$ cat src/srr_pkg.sv
// Shared types, constants and helpers for the selective-repeat receiver.
`timescale 1ns / 1ps
package srr_pkg;

  // Sequence space and window limits
  localparam int SEQ_W      = 3;
  localparam int SEQ_SPACE  = 2 ** SEQ_W;
  localparam int DATA_W     = 64;
  localparam int WIN_W      = 3;
  localparam int MAX_WINDOW = 4;

  // Result kinds
  localparam logic KIND_DELIVER = 1'b0;
  localparam logic KIND_ACK     = 1'b1;

  typedef struct packed {
    logic              checksum_ok;
    logic [SEQ_W-1:0]  seq_num;
    logic [DATA_W-1:0] payload;
  } srr_in_t;

  typedef struct packed {
    logic              out_kind;
    logic [DATA_W-1:0] deliver_data;
    logic [SEQ_W-1:0]  ack_num;
    logic              last;
  } srr_out_t;

  // Window size clamped to 1..MAX_WINDOW and to the sequence space
  function automatic logic [WIN_W-1:0] eff_window(input logic [WIN_W-1:0] ws);
    logic [WIN_W-1:0] w;
    w = ws;
    if (w < WIN_W'(1)) w = WIN_W'(1);
    if (w > WIN_W'(MAX_WINDOW)) w = WIN_W'(MAX_WINDOW);
    if (int'(w) > SEQ_SPACE) w = WIN_W'(SEQ_SPACE);
    return w;
  endfunction

endpackage

$ cat src/srr_ram.sv
// Generic single-port-write, single-port-read RAM with registered read data.
`timescale 1ns / 1ps
module srr_ram #(
  parameter int WIDTH = 64,
  parameter int DEPTH = 8
) (
  input  logic                     clk,
  input  logic                     wr_en,
  input  logic [$clog2(DEPTH)-1:0] wr_addr,
  input  logic [WIDTH-1:0]         wr_data,
  input  logic                     rd_en,
  input  logic [$clog2(DEPTH)-1:0] rd_addr,
  output logic [WIDTH-1:0]         rd_data
);

  logic [WIDTH-1:0] mem [DEPTH];
  logic [WIDTH-1:0] rd_data_r;

  // Write port
  always_ff @(posedge clk) begin
    if (wr_en) begin
      mem[wr_addr] <= wr_data;
    end
  end

  // Registered read; data holds until the next read
  always_ff @(posedge clk) begin
    if (rd_en) begin
      rd_data_r <= mem[rd_addr];
    end
  end

  assign rd_data = rd_data_r;

endmodule

$ cat src/selective_repeat_receiver.sv
// Selective-repeat ARQ receiver: window tracking, reorder buffer and delivery.
//
// Input channel (in_valid/in_ready/in_data) takes one packet per request:
// checksum flag, sequence number and a 64-bit payload word. Result channel
// (out_valid/out_ready/out_data) returns deliveries (out_kind 0) followed by
// one acknowledgement (out_kind 1, last set) for each intact packet.
// cfg_we/cfg_wdata write the window size; write only while idle.
// A corrupt packet produces nothing. An ack-only packet (out of window, or
// buffered) goes from idle to the acknowledge state. A packet at the window
// base goes through the head state, the run state for any buffered payloads
// and the acknowledge state, one result per cycle while out_ready allows,
// each buffered payload read from the slot RAM ahead of its delivery. A new
// packet is taken once the ack sits in the output register, even if waiting.
// Reset clears the window base, all slot valid marks and sets the window
// size to 4; slot RAM contents need no clearing. When out_ready is low the
// block holds its current result and stops, and in_ready stays low until
// the pending packet's results have all entered the output register.
`timescale 1ns / 1ps
module selective_repeat_receiver
  import srr_pkg::*;
(
  input  logic             clk,
  input  logic             rst_n,
  input  logic             in_valid,
  output logic             in_ready,
  input  srr_in_t          in_data,
  output logic             out_valid,
  input  logic             out_ready,
  output srr_out_t         out_data,
  input  logic             cfg_we,
  input  logic [WIN_W-1:0] cfg_wdata
);

  typedef enum logic [3:0] {
    ST_IDLE = 4'b0001,
    ST_HEAD = 4'b0010,
    ST_RUN  = 4'b0100,
    ST_ACK  = 4'b1000
  } state_t;

  state_t                state_r, state_nxt;
  logic [WIN_W-1:0]      win_size_r;
  logic [SEQ_W-1:0]      base_r, base_nxt;
  logic [SEQ_SPACE-1:0]  valid_r, valid_nxt;
  logic [SEQ_W-1:0]      seq_r, seq_nxt;
  logic [DATA_W-1:0]     payload_r, payload_nxt;
  logic [SEQ_W-1:0]      rd_idx_r, rd_idx_nxt;
  logic [WIN_W-1:0]      cnt_r, cnt_nxt;
  logic                  out_valid_r, out_valid_nxt;
  srr_out_t              out_r, out_nxt;

  logic                  in_fire, out_free;
  logic [WIN_W-1:0]      win;
  logic [SEQ_W-1:0]      offset, next_idx;
  logic [WIN_W-1:0]      cnt_inc;
  logic                  ram_we, ram_re;
  logic [SEQ_W-1:0]      ram_waddr, ram_raddr;
  logic [DATA_W-1:0]     ram_rdata;

  assign in_ready  = (state_r == ST_IDLE);
  assign in_fire   = in_valid && in_ready;
  assign out_free  = !out_valid_r || out_ready;
  assign win       = eff_window(win_size_r);
  assign offset    = in_data.seq_num - base_r;
  assign out_valid = out_valid_r;
  assign out_data  = out_r;

  // Payload store
  srr_ram #(
    .WIDTH (DATA_W),
    .DEPTH (SEQ_SPACE)
  ) u_slot_ram (
    .clk     (clk),
    .wr_en   (ram_we),
    .wr_addr (ram_waddr),
    .wr_data (in_data.payload),
    .rd_en   (ram_re),
    .rd_addr (ram_raddr),
    .rd_data (ram_rdata)
  );

  // Sequencer: classify, deliver head, drain buffered run, acknowledge
  always_comb begin
    state_nxt     = state_r;
    base_nxt      = base_r;
    valid_nxt     = valid_r;
    seq_nxt       = seq_r;
    payload_nxt   = payload_r;
    rd_idx_nxt    = rd_idx_r;
    cnt_nxt       = cnt_r;
    out_nxt       = out_r;
    out_valid_nxt = out_valid_r && !out_ready;
    ram_we        = 1'b0;
    ram_waddr     = in_data.seq_num;
    ram_re        = 1'b0;
    ram_raddr     = rd_idx_r;
    next_idx      = rd_idx_r + SEQ_W'(1);
    cnt_inc       = cnt_r + WIN_W'(1);

    case (state_r)
      ST_IDLE: begin
        if (in_fire && in_data.checksum_ok) begin
          seq_nxt     = in_data.seq_num;
          payload_nxt = in_data.payload;
          if (WIN_W'(offset) >= win) begin
            state_nxt = ST_ACK;
          end else if (in_data.seq_num == base_r) begin
            state_nxt = ST_HEAD;
          end else begin
            ram_we                     = 1'b1;
            valid_nxt[in_data.seq_num] = 1'b1;
            state_nxt                  = ST_ACK;
          end
        end
      end
      ST_HEAD: begin
        next_idx = seq_r + SEQ_W'(1);
        if (out_free) begin
          out_nxt         = '{out_kind: KIND_DELIVER, deliver_data: payload_r,
                              ack_num: '0, last: 1'b0};
          out_valid_nxt   = 1'b1;
          valid_nxt[seq_r] = 1'b0;
          base_nxt        = next_idx;
          if ((WIN_W'(1) < win) && valid_r[next_idx]) begin
            ram_re     = 1'b1;
            ram_raddr  = next_idx;
            rd_idx_nxt = next_idx;
            cnt_nxt    = WIN_W'(1);
            state_nxt  = ST_RUN;
          end else begin
            state_nxt = ST_ACK;
          end
        end
      end
      ST_RUN: begin
        if (out_free) begin
          out_nxt             = '{out_kind: KIND_DELIVER, deliver_data: ram_rdata,
                                  ack_num: '0, last: 1'b0};
          out_valid_nxt       = 1'b1;
          valid_nxt[rd_idx_r] = 1'b0;
          base_nxt            = next_idx;
          if ((cnt_inc < win) && valid_r[next_idx]) begin
            ram_re     = 1'b1;
            ram_raddr  = next_idx;
            rd_idx_nxt = next_idx;
            cnt_nxt    = cnt_inc;
          end else begin
            state_nxt = ST_ACK;
          end
        end
      end
      ST_ACK: begin
        if (out_free) begin
          out_nxt       = '{out_kind: KIND_ACK, deliver_data: '0,
                            ack_num: seq_r, last: 1'b1};
          out_valid_nxt = 1'b1;
          state_nxt     = ST_IDLE;
        end
      end
      default: begin
        state_nxt = ST_IDLE;
      end
    endcase
  end

  // Control registers
  always_ff @(posedge clk) begin
    if (!rst_n) begin
      state_r     <= ST_IDLE;
      base_r      <= '0;
      valid_r     <= '0;
      out_valid_r <= 1'b0;
      win_size_r  <= WIN_W'(MAX_WINDOW);
    end else begin
      state_r     <= state_nxt;
      base_r      <= base_nxt;
      valid_r     <= valid_nxt;
      out_valid_r <= out_valid_nxt;
      if (cfg_we) begin
        win_size_r <= cfg_wdata;
      end
    end
  end

  // Payload and working registers
  always_ff @(posedge clk) begin
    seq_r     <= seq_nxt;
    payload_r <= payload_nxt;
    rd_idx_r  <= rd_idx_nxt;
    cnt_r     <= cnt_nxt;
    out_r     <= out_nxt;
  end

endmodule

$ cat config.mk
export PLATFORM = sky130hd
export DESIGN_NAME = selective_repeat_receiver
export DESIGN_NICKNAME = d
export VERILOG_FILES = /design/src/srr_pkg.sv /design/src/srr_ram.sv /design/src/selective_repeat_receiver.sv
export SDC_FILE = /design/constraint.sdc
export NUM_CORES = 1
export LEC_CHECK = 0
export BUFFER_PORTS_ARGS = -buffer_cell sky130_fd_sc_hd__buf_2
export CAP_MARGIN = 20
export CORE_UTILIZATION = 61
export DETAILED_ROUTE_END_ITERATION = 8
export MAX_ROUTING_LAYER = met4
export PLACE_DENSITY = 0.78
export SLEW_MARGIN = 20
export SYNTH_ARGS = -nofsm -noshare
export SYNTH_HDL_FRONTEND = slang
export SYNTH_SLANG_ARGS = --single-unit
$ cat constraint.sdc
create_clock -name clk -period 9.03 [get_ports clk]
set_input_delay 1.806 -clock clk [delete_from_list [all_inputs] [get_ports clk]]
set_output_delay 1.806 -clock clk [all_outputs]
set_load 0.05 [all_outputs]
Word level (Yosys, flattened, before mapping)

Memories as Yosys holds them, arrays and structs flattened. A register that Yosys moved wholly into a read port is not among the register bits.
Cells that the tools add are included.

Register bits after elaboration: 161
Memory bits (writable): 512
Bits of input ports: 76
Output and inout bits: 71
Logic and storage cells: 128
Memories: 1

Memory list:

| memory         | depth | bits a word | rd ports | clocked after Yosys merged registers in | wr ports | line          | RTL |
|---|---|---|---|---|---|---|---|
| u_slot_ram.mem | 8     | 64          | 1        | 1                                       | 1        | srr_ram.sv:16 | `logic [WIDTH-1:0] mem [DEPTH];` |

Add/sub/neg operators: 4
Order comparisons: 13
Eq/ne operators: 14
Mux-type cells: 57
Bitwise gates (word level): 5
Reductions and logical operators: 21

Operators by type and width:

| kind                                                                                 | count |
|---|---|
| 69-bit two-way mux                                                                   | 3 |
| 69-bit one-hot mux with 3 select lines                                               | 1 |
| 8-bit two-way mux                                                                    | 5 |
| 3-bit two-way mux                                                                    | 12 |
| 4-bit two-way mux                                                                    | 8 |
| 8-bit one-hot mux with 3 select lines                                                | 1 |
| 3-bit by 4-bit less-than comparator with 1-bit output (second input constant)        | 5 |
| 3-bit one-hot mux with 2 select lines                                                | 3 |
| 1-bit two-way mux                                                                    | 17 |
| 8-bit bitwise AND                                                                    | 2 |
| 2-bit != test (second input constant)                                                | 8 |
| 8-bit inverter                                                                       | 2 |
| 4-bit one-hot mux with 4 select lines                                                | 1 |
| 5-bit AND reduction                                                                  | 2 |
| 3-bit by 1-bit adder with 3-bit output (second input constant)                       | 3 |
| 1-bit demux with 3-bit select                                                        | 3 |
| 3-bit by 1-bit greater-or-equal comparator with 1-bit output (second input constant) | 3 |
| 1-bit logical AND                                                                    | 8 |
| 8-bit OR                                                                             | 1 |
| 1-bit binary-select mux with 3-bit select                                            | 2 |
| 6-bit AND reduction                                                                  | 1 |
| 3-bit nonzero test                                                                   | 2 |
| 4-bit by 1-bit equality test with 1-bit output (second input constant)               | 1 |
| 4-bit by 2-bit equality test with 1-bit output (second input constant)               | 1 |
| other kinds (18)                                                                     | 19 |

Logic depth before layout (Yosys ltp)

Depth after elaboration: 10
Gate-level depth with buffers: 12
Gate-level depth less buffers: 11

By module

A second synthesis with hierarchy kept.

Cell total of the unflattened synthesis: 1234
Area, all modules: 27654.0 um2

Modules (own cells, without submodules):

| module                    | times used | cells each | area an instance (um2) | sequential area each (um2) |
|---|---|---|---|---|
| srr_ram                   | 1          | 816        | 21187.8                | 17296.6 |
| selective_repeat_receiver | 1          | 418        | 6466.2                 | 4584.4 |

Least setup slack after synthesis

OpenSTA, ideal clock, no wires.

Kind: input-to-reg
Start: in in_data[64] (netlist name)
End: mem u_slot_ram.mem[1][0] (enable)
Library setup time: 0.568 ns
Arrival time: 7.896 ns
Data required time: 8.462 ns
Setup slack: 0.566 ns
Cell stages on the path: 10
Buffers on the path: 0
Cells stage by stage: inv_1 > ha_1 > fa_1 > inv_1 > ha_1 > a21o_1 > a211oi_1 > and2_1 > nand2_1 > nor3_1

Cells in the longest elaborated chain, start to end: 7
Elaborated cells between the ends (all ways): 9
Classes of those cells: 1 x add/sub; 1 x order compare; 1 x eq/ne; 6 x mux

Ends and longest elaborated chain:

| what                                                                   | line                                                               | RTL |
|---|---|---|
| start, declared                                                        | selective_repeat_receiver.sv:26                                    | `input srr_in_t in_data,` |
| 3-bit subtractor or 3-bit equality test (tied branches)                | selective_repeat_receiver.sv:64, selective_repeat_receiver.sv:107  |  |
| 3-bit greater-or-equal comparator or 1-bit two-way mux (tied branches) | selective_repeat_receiver.sv:105, selective_repeat_receiver.sv:107 |  |
| 1-bit two-way mux                                                      | selective_repeat_receiver.sv:105                                   | `if (WIN_W'(offset) >= win) begin` |
| 1-bit two-way mux                                                      | selective_repeat_receiver.sv:102                                   | `if (in_fire && in_data.checksum_ok) begin` |
| 1-bit two-way mux                                                      | selective_repeat_receiver.sv:100                                   | `case (state_r)` |
| 1-bit two-way mux                                                      | srr_ram.sv:21                                                      | `if (wr_en) begin` |
| 1-bit two-way mux (implied by the code)                                | srr_ram.sv:22                                                      | `mem[wr_addr] <= wr_data;` |
| end, declared                                                          | srr_ram.sv:16                                                      |  |

Parallel ways exist; a longest one is shown, timed or not.

Worst setup path after layout

Start: in out_ready
End: reg u_slot_ram.rd_data_r[24] (netlist: u_slot_ram.rd_data[24]) (read register of u_slot_ram.mem), data pin

Cells in the longest elaborated chain, start to end: 3
Elaborated cells between the ends (all ways): 7
Classes of those cells: 6 x mux; 1 x reduce/logical

Ends and longest elaborated chain:

| what                                                                                           | line                            | RTL |
|---|---|---|
| start, declared                                                                                | selective_repeat_receiver.sv:28 | `input logic out_ready,` |
| 1-bit logical OR (*)                                                                           | selective_repeat_receiver.sv:62 | `assign out_free = !out_valid_r \|\| out_ready;` |
| 3-bit two-way mux (tied with other cells)                                                      | --                              |  |
| 3-bit one-hot mux with 2 select lines or 1-bit one-hot mux with 2 select lines (tied branches) | --                              |  |
| end, declared                                                                                  | srr_ram.sv:17                   | `logic [WIDTH-1:0] rd_data_r;` |

Every way passes the cells marked *; elsewhere a longest branch is shown, timed or not.
A chain may end at the register's enable or synchronous reset.

==> results.rst <==
.. list-table::
   :header-rows: 1

   * - Metric
     - Value
   * - Status
     - finished, final reports clean
   * - Max-capacitance violation count
     - 0
   * - Area inside the core boundary
     - about 47000 µm²
   * - Clock insertion delay at the later pin of the skew report
     - ~0.6 ns
   * - Top Family by Delay on Critical Path
     - compound AO/OA/AOI/OAI gates
   * - Estimated wirelength of the detail-placed design
     - 32000 µm
   * - Netlist area before placement
     - approximately 30000 µm²
   * - Number of hold buffers added after CTS
     - 0
   * - Instance count of the mapped netlist
     - 1833
   * - Async set or reset register ratio after synthesis
     - 0%
   * - Final hold violation count
     - 0
   * - Power per Cell Area
     - around 210 nW/µm²
   * - Fmax achieved
     - around 180 MHz
   * - Detailed-route wire length
     - between 60000 and 70000 µm
   * - Most common library cell in the layout ignoring fill and taps
     - sky130_fd_sc_hd__edfxtp_1
   * - Largest buffer count on any clock path
     - 3
   * - Cell internal power dissipation
     - ~5.4 mW
   * - Register area share after synthesis
     - between 70 and 80%
   * - Flip-flop and latch count after synthesis
     - roughly 740
   * - Aggregate global routing overflow
     - 0
   * - Synthesized netlist net count
     - 1920
   * - Crit path buffers/inverters
     - 2
   * - Cts bufs inserted
     - between 70 and 80
   * - Overall via count from detail_route
     - approximately 17000
   * - Primary FF master, synth
     - sky130_fd_sc_hd__edfxtp_1
   * - WL per Instance
     - about 24 µm
   * - Net count reported at finish
     - roughly 2000
   * - CP max stage cell
     - sky130_fd_sc_hd__o211a_4
   * - Vias in the first global route
     - roughly 16000
   * - Worst clock skew
     - ~0.014 ns
   * - Unrepaired setup endpoints after global routing
     - false
   * - Number of rows created at floorplan
     - 79
   * - Net switching power of the design
     - approximately 1.4 mW
   * - Worst voltage drop across the vdd grid
     - between 0.0001 and 0.00015 V
   * - Actual transition at the worst max-transition pin
     - about 1.3 ns
   * - Switching Share
     - 20.0%
   * - Most used cells in the layout excluding fill and tap cells
     - 714 x sky130_fd_sc_hd__edfxtp_1, 195 x sky130_fd_sc_hd__a21boi_0, 192 x sky130_fd_sc_hd__and3_1
   * - Antenna Nets Post-Route
     - 0
   * - Setup Fix Bufs, Post-CTS
     - 0
   * - Final critical-path required period
     - 5.41 ns
   * - Count of flip-flops with a built-in enable after synthesis
     - 714
   * - Max-slew headroom
     - between 10 and 15%
   * - Yosys synthesis warning count
     - 0
   * - Routability Congestion
     - 0.833
   * - Clock root cell
     - sky130_fd_sc_hd__clkbuf_16
   * - Post-route DRC
     - 0
   * - Crit start category
     - primary input
   * - Max-slew violation count
     - 0
   * - Y dimension of the die
     - 221 µm
   * - Summed negative setup slack over all endpoints
     - 0 ns
   * - Post_cts resized
     - 0
   * - Number of sinks on the clock net
     - ~740
   * - Per-instance average area after synthesis
     - ~16 µm²
   * - Leakage power total
     - 11.4 nW
   * - Worst Setup Path Type
     - in -> reg
   * - Largest fanout on the critical path
     - just under 100
   * - Initial core utilization
     - 62.4%
   * - Tcrit/Tclk final
     - around three fifths
   * - Final setup violation count
     - 0
   * - Part of the power in registers
     - 56.4%
   * - Initial antenna violation count
     - 3
   * - Number of library cell types mapped by synthesis
     - a little under 60
   * - Share of power burned in combinational logic
     - under 10%
   * - CP Data Required Time
     - between 9 and 10 ns
   * - Fraction of final layout cells with drive strength greater than 1
     - 14.8%
   * - X dimension of the die
     - roughly 220 µm
   * - Aggregate global-route resource usage
     - a little over a quarter
   * - Critical path arrival
     - 5.81 ns
   * - Number of H-tree levels
     - 3
   * - Biggest area contributors in the synthesized netlist
     - sky130_fd_sc_hd__edfxtp_1 73%, sky130_fd_sc_hd__a21boi_0 5.0%, sky130_fd_sc_hd__and3_1 4.1%
   * - Number of top-level design ports
     - 147
   * - Via/cell ratio
     - 6.43
   * - Part of the power in the clock network
     - 40.3%
   * - Wire length of the first global-routing pass
     - 95700 µm
   * - Critical path capture point type
     - flop
   * - 1st-pass router iterations
     - 5
   * - Die Footprint
     - roughly 49000 µm²
   * - Worst slack on hold paths
     - 0.522 ns
   * - Class of the worst hold path
     - reg -> reg
   * - CTS clk-pin slew, worst paths
     - about 0.060 ns
   * - Area share of the largest cell type after synthesis
     - around three quarters
   * - Delay of the slowest critical-path stage
     - between 0.9 and 1 ns
   * - Count of buffers from port buffering
     - between 100 and 150
   * - Area growth, synth to finish
     - 11.3%
   * - Most area-hungry cell type in the Yosys netlist
     - sky130_fd_sc_hd__edfxtp_1
   * - Pin count of the biggest net entering global routing
     - 260
   * - Clock tree from TritonCTS
     - done
   * - Cells along the critical path
     - buf_2 > nand2b_1 > nand3_1 > o211ai_4 > buf_4 > o211a_4 > o21ai_0 > o2111ai_1
   * - Iter 0 DRT Violations
     - between 1500 and 2000
final timing paths:
| check | to | slack (ns) | startpoint | depth (start not counted) |
|---|---|---|---|---|
| min | base_r[0] | 0.52 | base_r[0] | 2 |
| max | u_slot_ram.rd_data[24] | 3.62 | out_ready | 8 |
| max reg2reg | u_slot_ram.rd_data[63] | 3.65 | seq_r[0] | 10 |
| min reg2reg | base_r[0] | 0.52 | base_r[0] | 2 |
final cells by class:
| cell class | count | area [µm²] |
|---|---|---|
| tap | 607 | 759 |
| timing repair buffer | 175 | 1010 |
| clock inverter | 29 | 213 |
| sequential | 736 | 21900 |
| fill | 2979 | 14300 |
| antenna | 3 | 7.51 |
| inverter | 11 | 42.5 |
| multi-input combinational | 941 | 6830 |
| clock buffer | 88 | 1880 |
flip-flops by register name (all words and copies together), names as in the netlist, 4 cells and up:
name / flops
payload_r: 64
u_slot_ram.rd_data: 64
valid_r: 8
state_r: 4
u_slot_ram.mem: 512
out_data: 68
logic make-up after synthesis:
kind of cell	synth area share [%]
AOI/OAI and AO/OA	13.9
xor gates and xnor gates	0.209
adders and majority gates	0.495
buffers and inverters	2.44
DFF	74.6
muxes	2.62
and+or+nand+nor	5.71
per-stage QoR:
step                total power [mW]  instance area, µm²  cells  setup slack, ns  util [%]
global route                    6.97               32600   2590             3.32      69.5
global placement                4.11               30500   2468             3.22      64.9
detailed placement              4.12               30500   2468             3.09      64.9
floorplan                       4.02               29300   1833            0.566         -
finish                          6.79               32600   2590             3.62      69.5
CTS                             6.82               32600   2585             3.66      69.3
power groups by stage:
stage / Clock, mW / Combinational (mW) / Sequential [mW]
6_report: 2.74 / 0.221 / 3.83
5_1_grt: 2.90 / 0.236 / 3.83
4_1_cts: 2.77 / 0.221 / 3.83
3_5_place_dp: 0 / 0.220 / 3.90
3_3_place_gp: 0 / 0.213 / 3.90
2_1_floorplan: 0 / 0.0855 / 3.94
worst register-to-register path, cell delays in order, from the launching register on:
cell                        delay, ns
sky130_fd_sc_hd__edfxtp_1        0.63
sky130_fd_sc_hd__ha_1            0.52
sky130_fd_sc_hd__mux4_2          0.53
sky130_fd_sc_hd__mux2_2          0.32
sky130_fd_sc_hd__nand2_1         0.42
sky130_fd_sc_hd__o211ai_4        0.43
sky130_fd_sc_hd__buf_4           0.52
sky130_fd_sc_hd__a22oi_4         0.86
sky130_fd_sc_hd__buf_4           0.61
sky130_fd_sc_hd__o21ai_0         0.25
sky130_fd_sc_hd__o2111ai_1       0.13
Yosys cell counts (10+ instances only):
library cell,n
sky130_fd_sc_hd__a21boi_0,195
sky130_fd_sc_hd__a22o_1,64
sky130_fd_sc_hd__and3_1,192
sky130_fd_sc_hd__buf_2,36
sky130_fd_sc_hd__clkbuf_1,87
sky130_fd_sc_hd__dfxtp_1,22
sky130_fd_sc_hd__edfxtp_1,714
sky130_fd_sc_hd__ha_1,10
sky130_fd_sc_hd__inv_1,11
sky130_fd_sc_hd__mux2i_1,71
sky130_fd_sc_hd__nand2_1,18
sky130_fd_sc_hd__nand3_1,11
sky130_fd_sc_hd__nor2_1,13
sky130_fd_sc_hd__nor2b_1,10
sky130_fd_sc_hd__o2111ai_1,64
sky130_fd_sc_hd__o21a_1,15
sky130_fd_sc_hd__o21ai_0,63
sky130_fd_sc_hd__o21ai_1,137
metal layers:
metal  up-vias  global-route usage (%)  part of all wire (%)
li1       7490                       -                     -
met4         0                    9.32                   2.5
met1      8363                    35.0                    41
met5         -                       -                     0
met3       101                    3.88                   7.3
met2       710                    42.4                    49
Note: power is estimated with default switching activity, not from simulation.
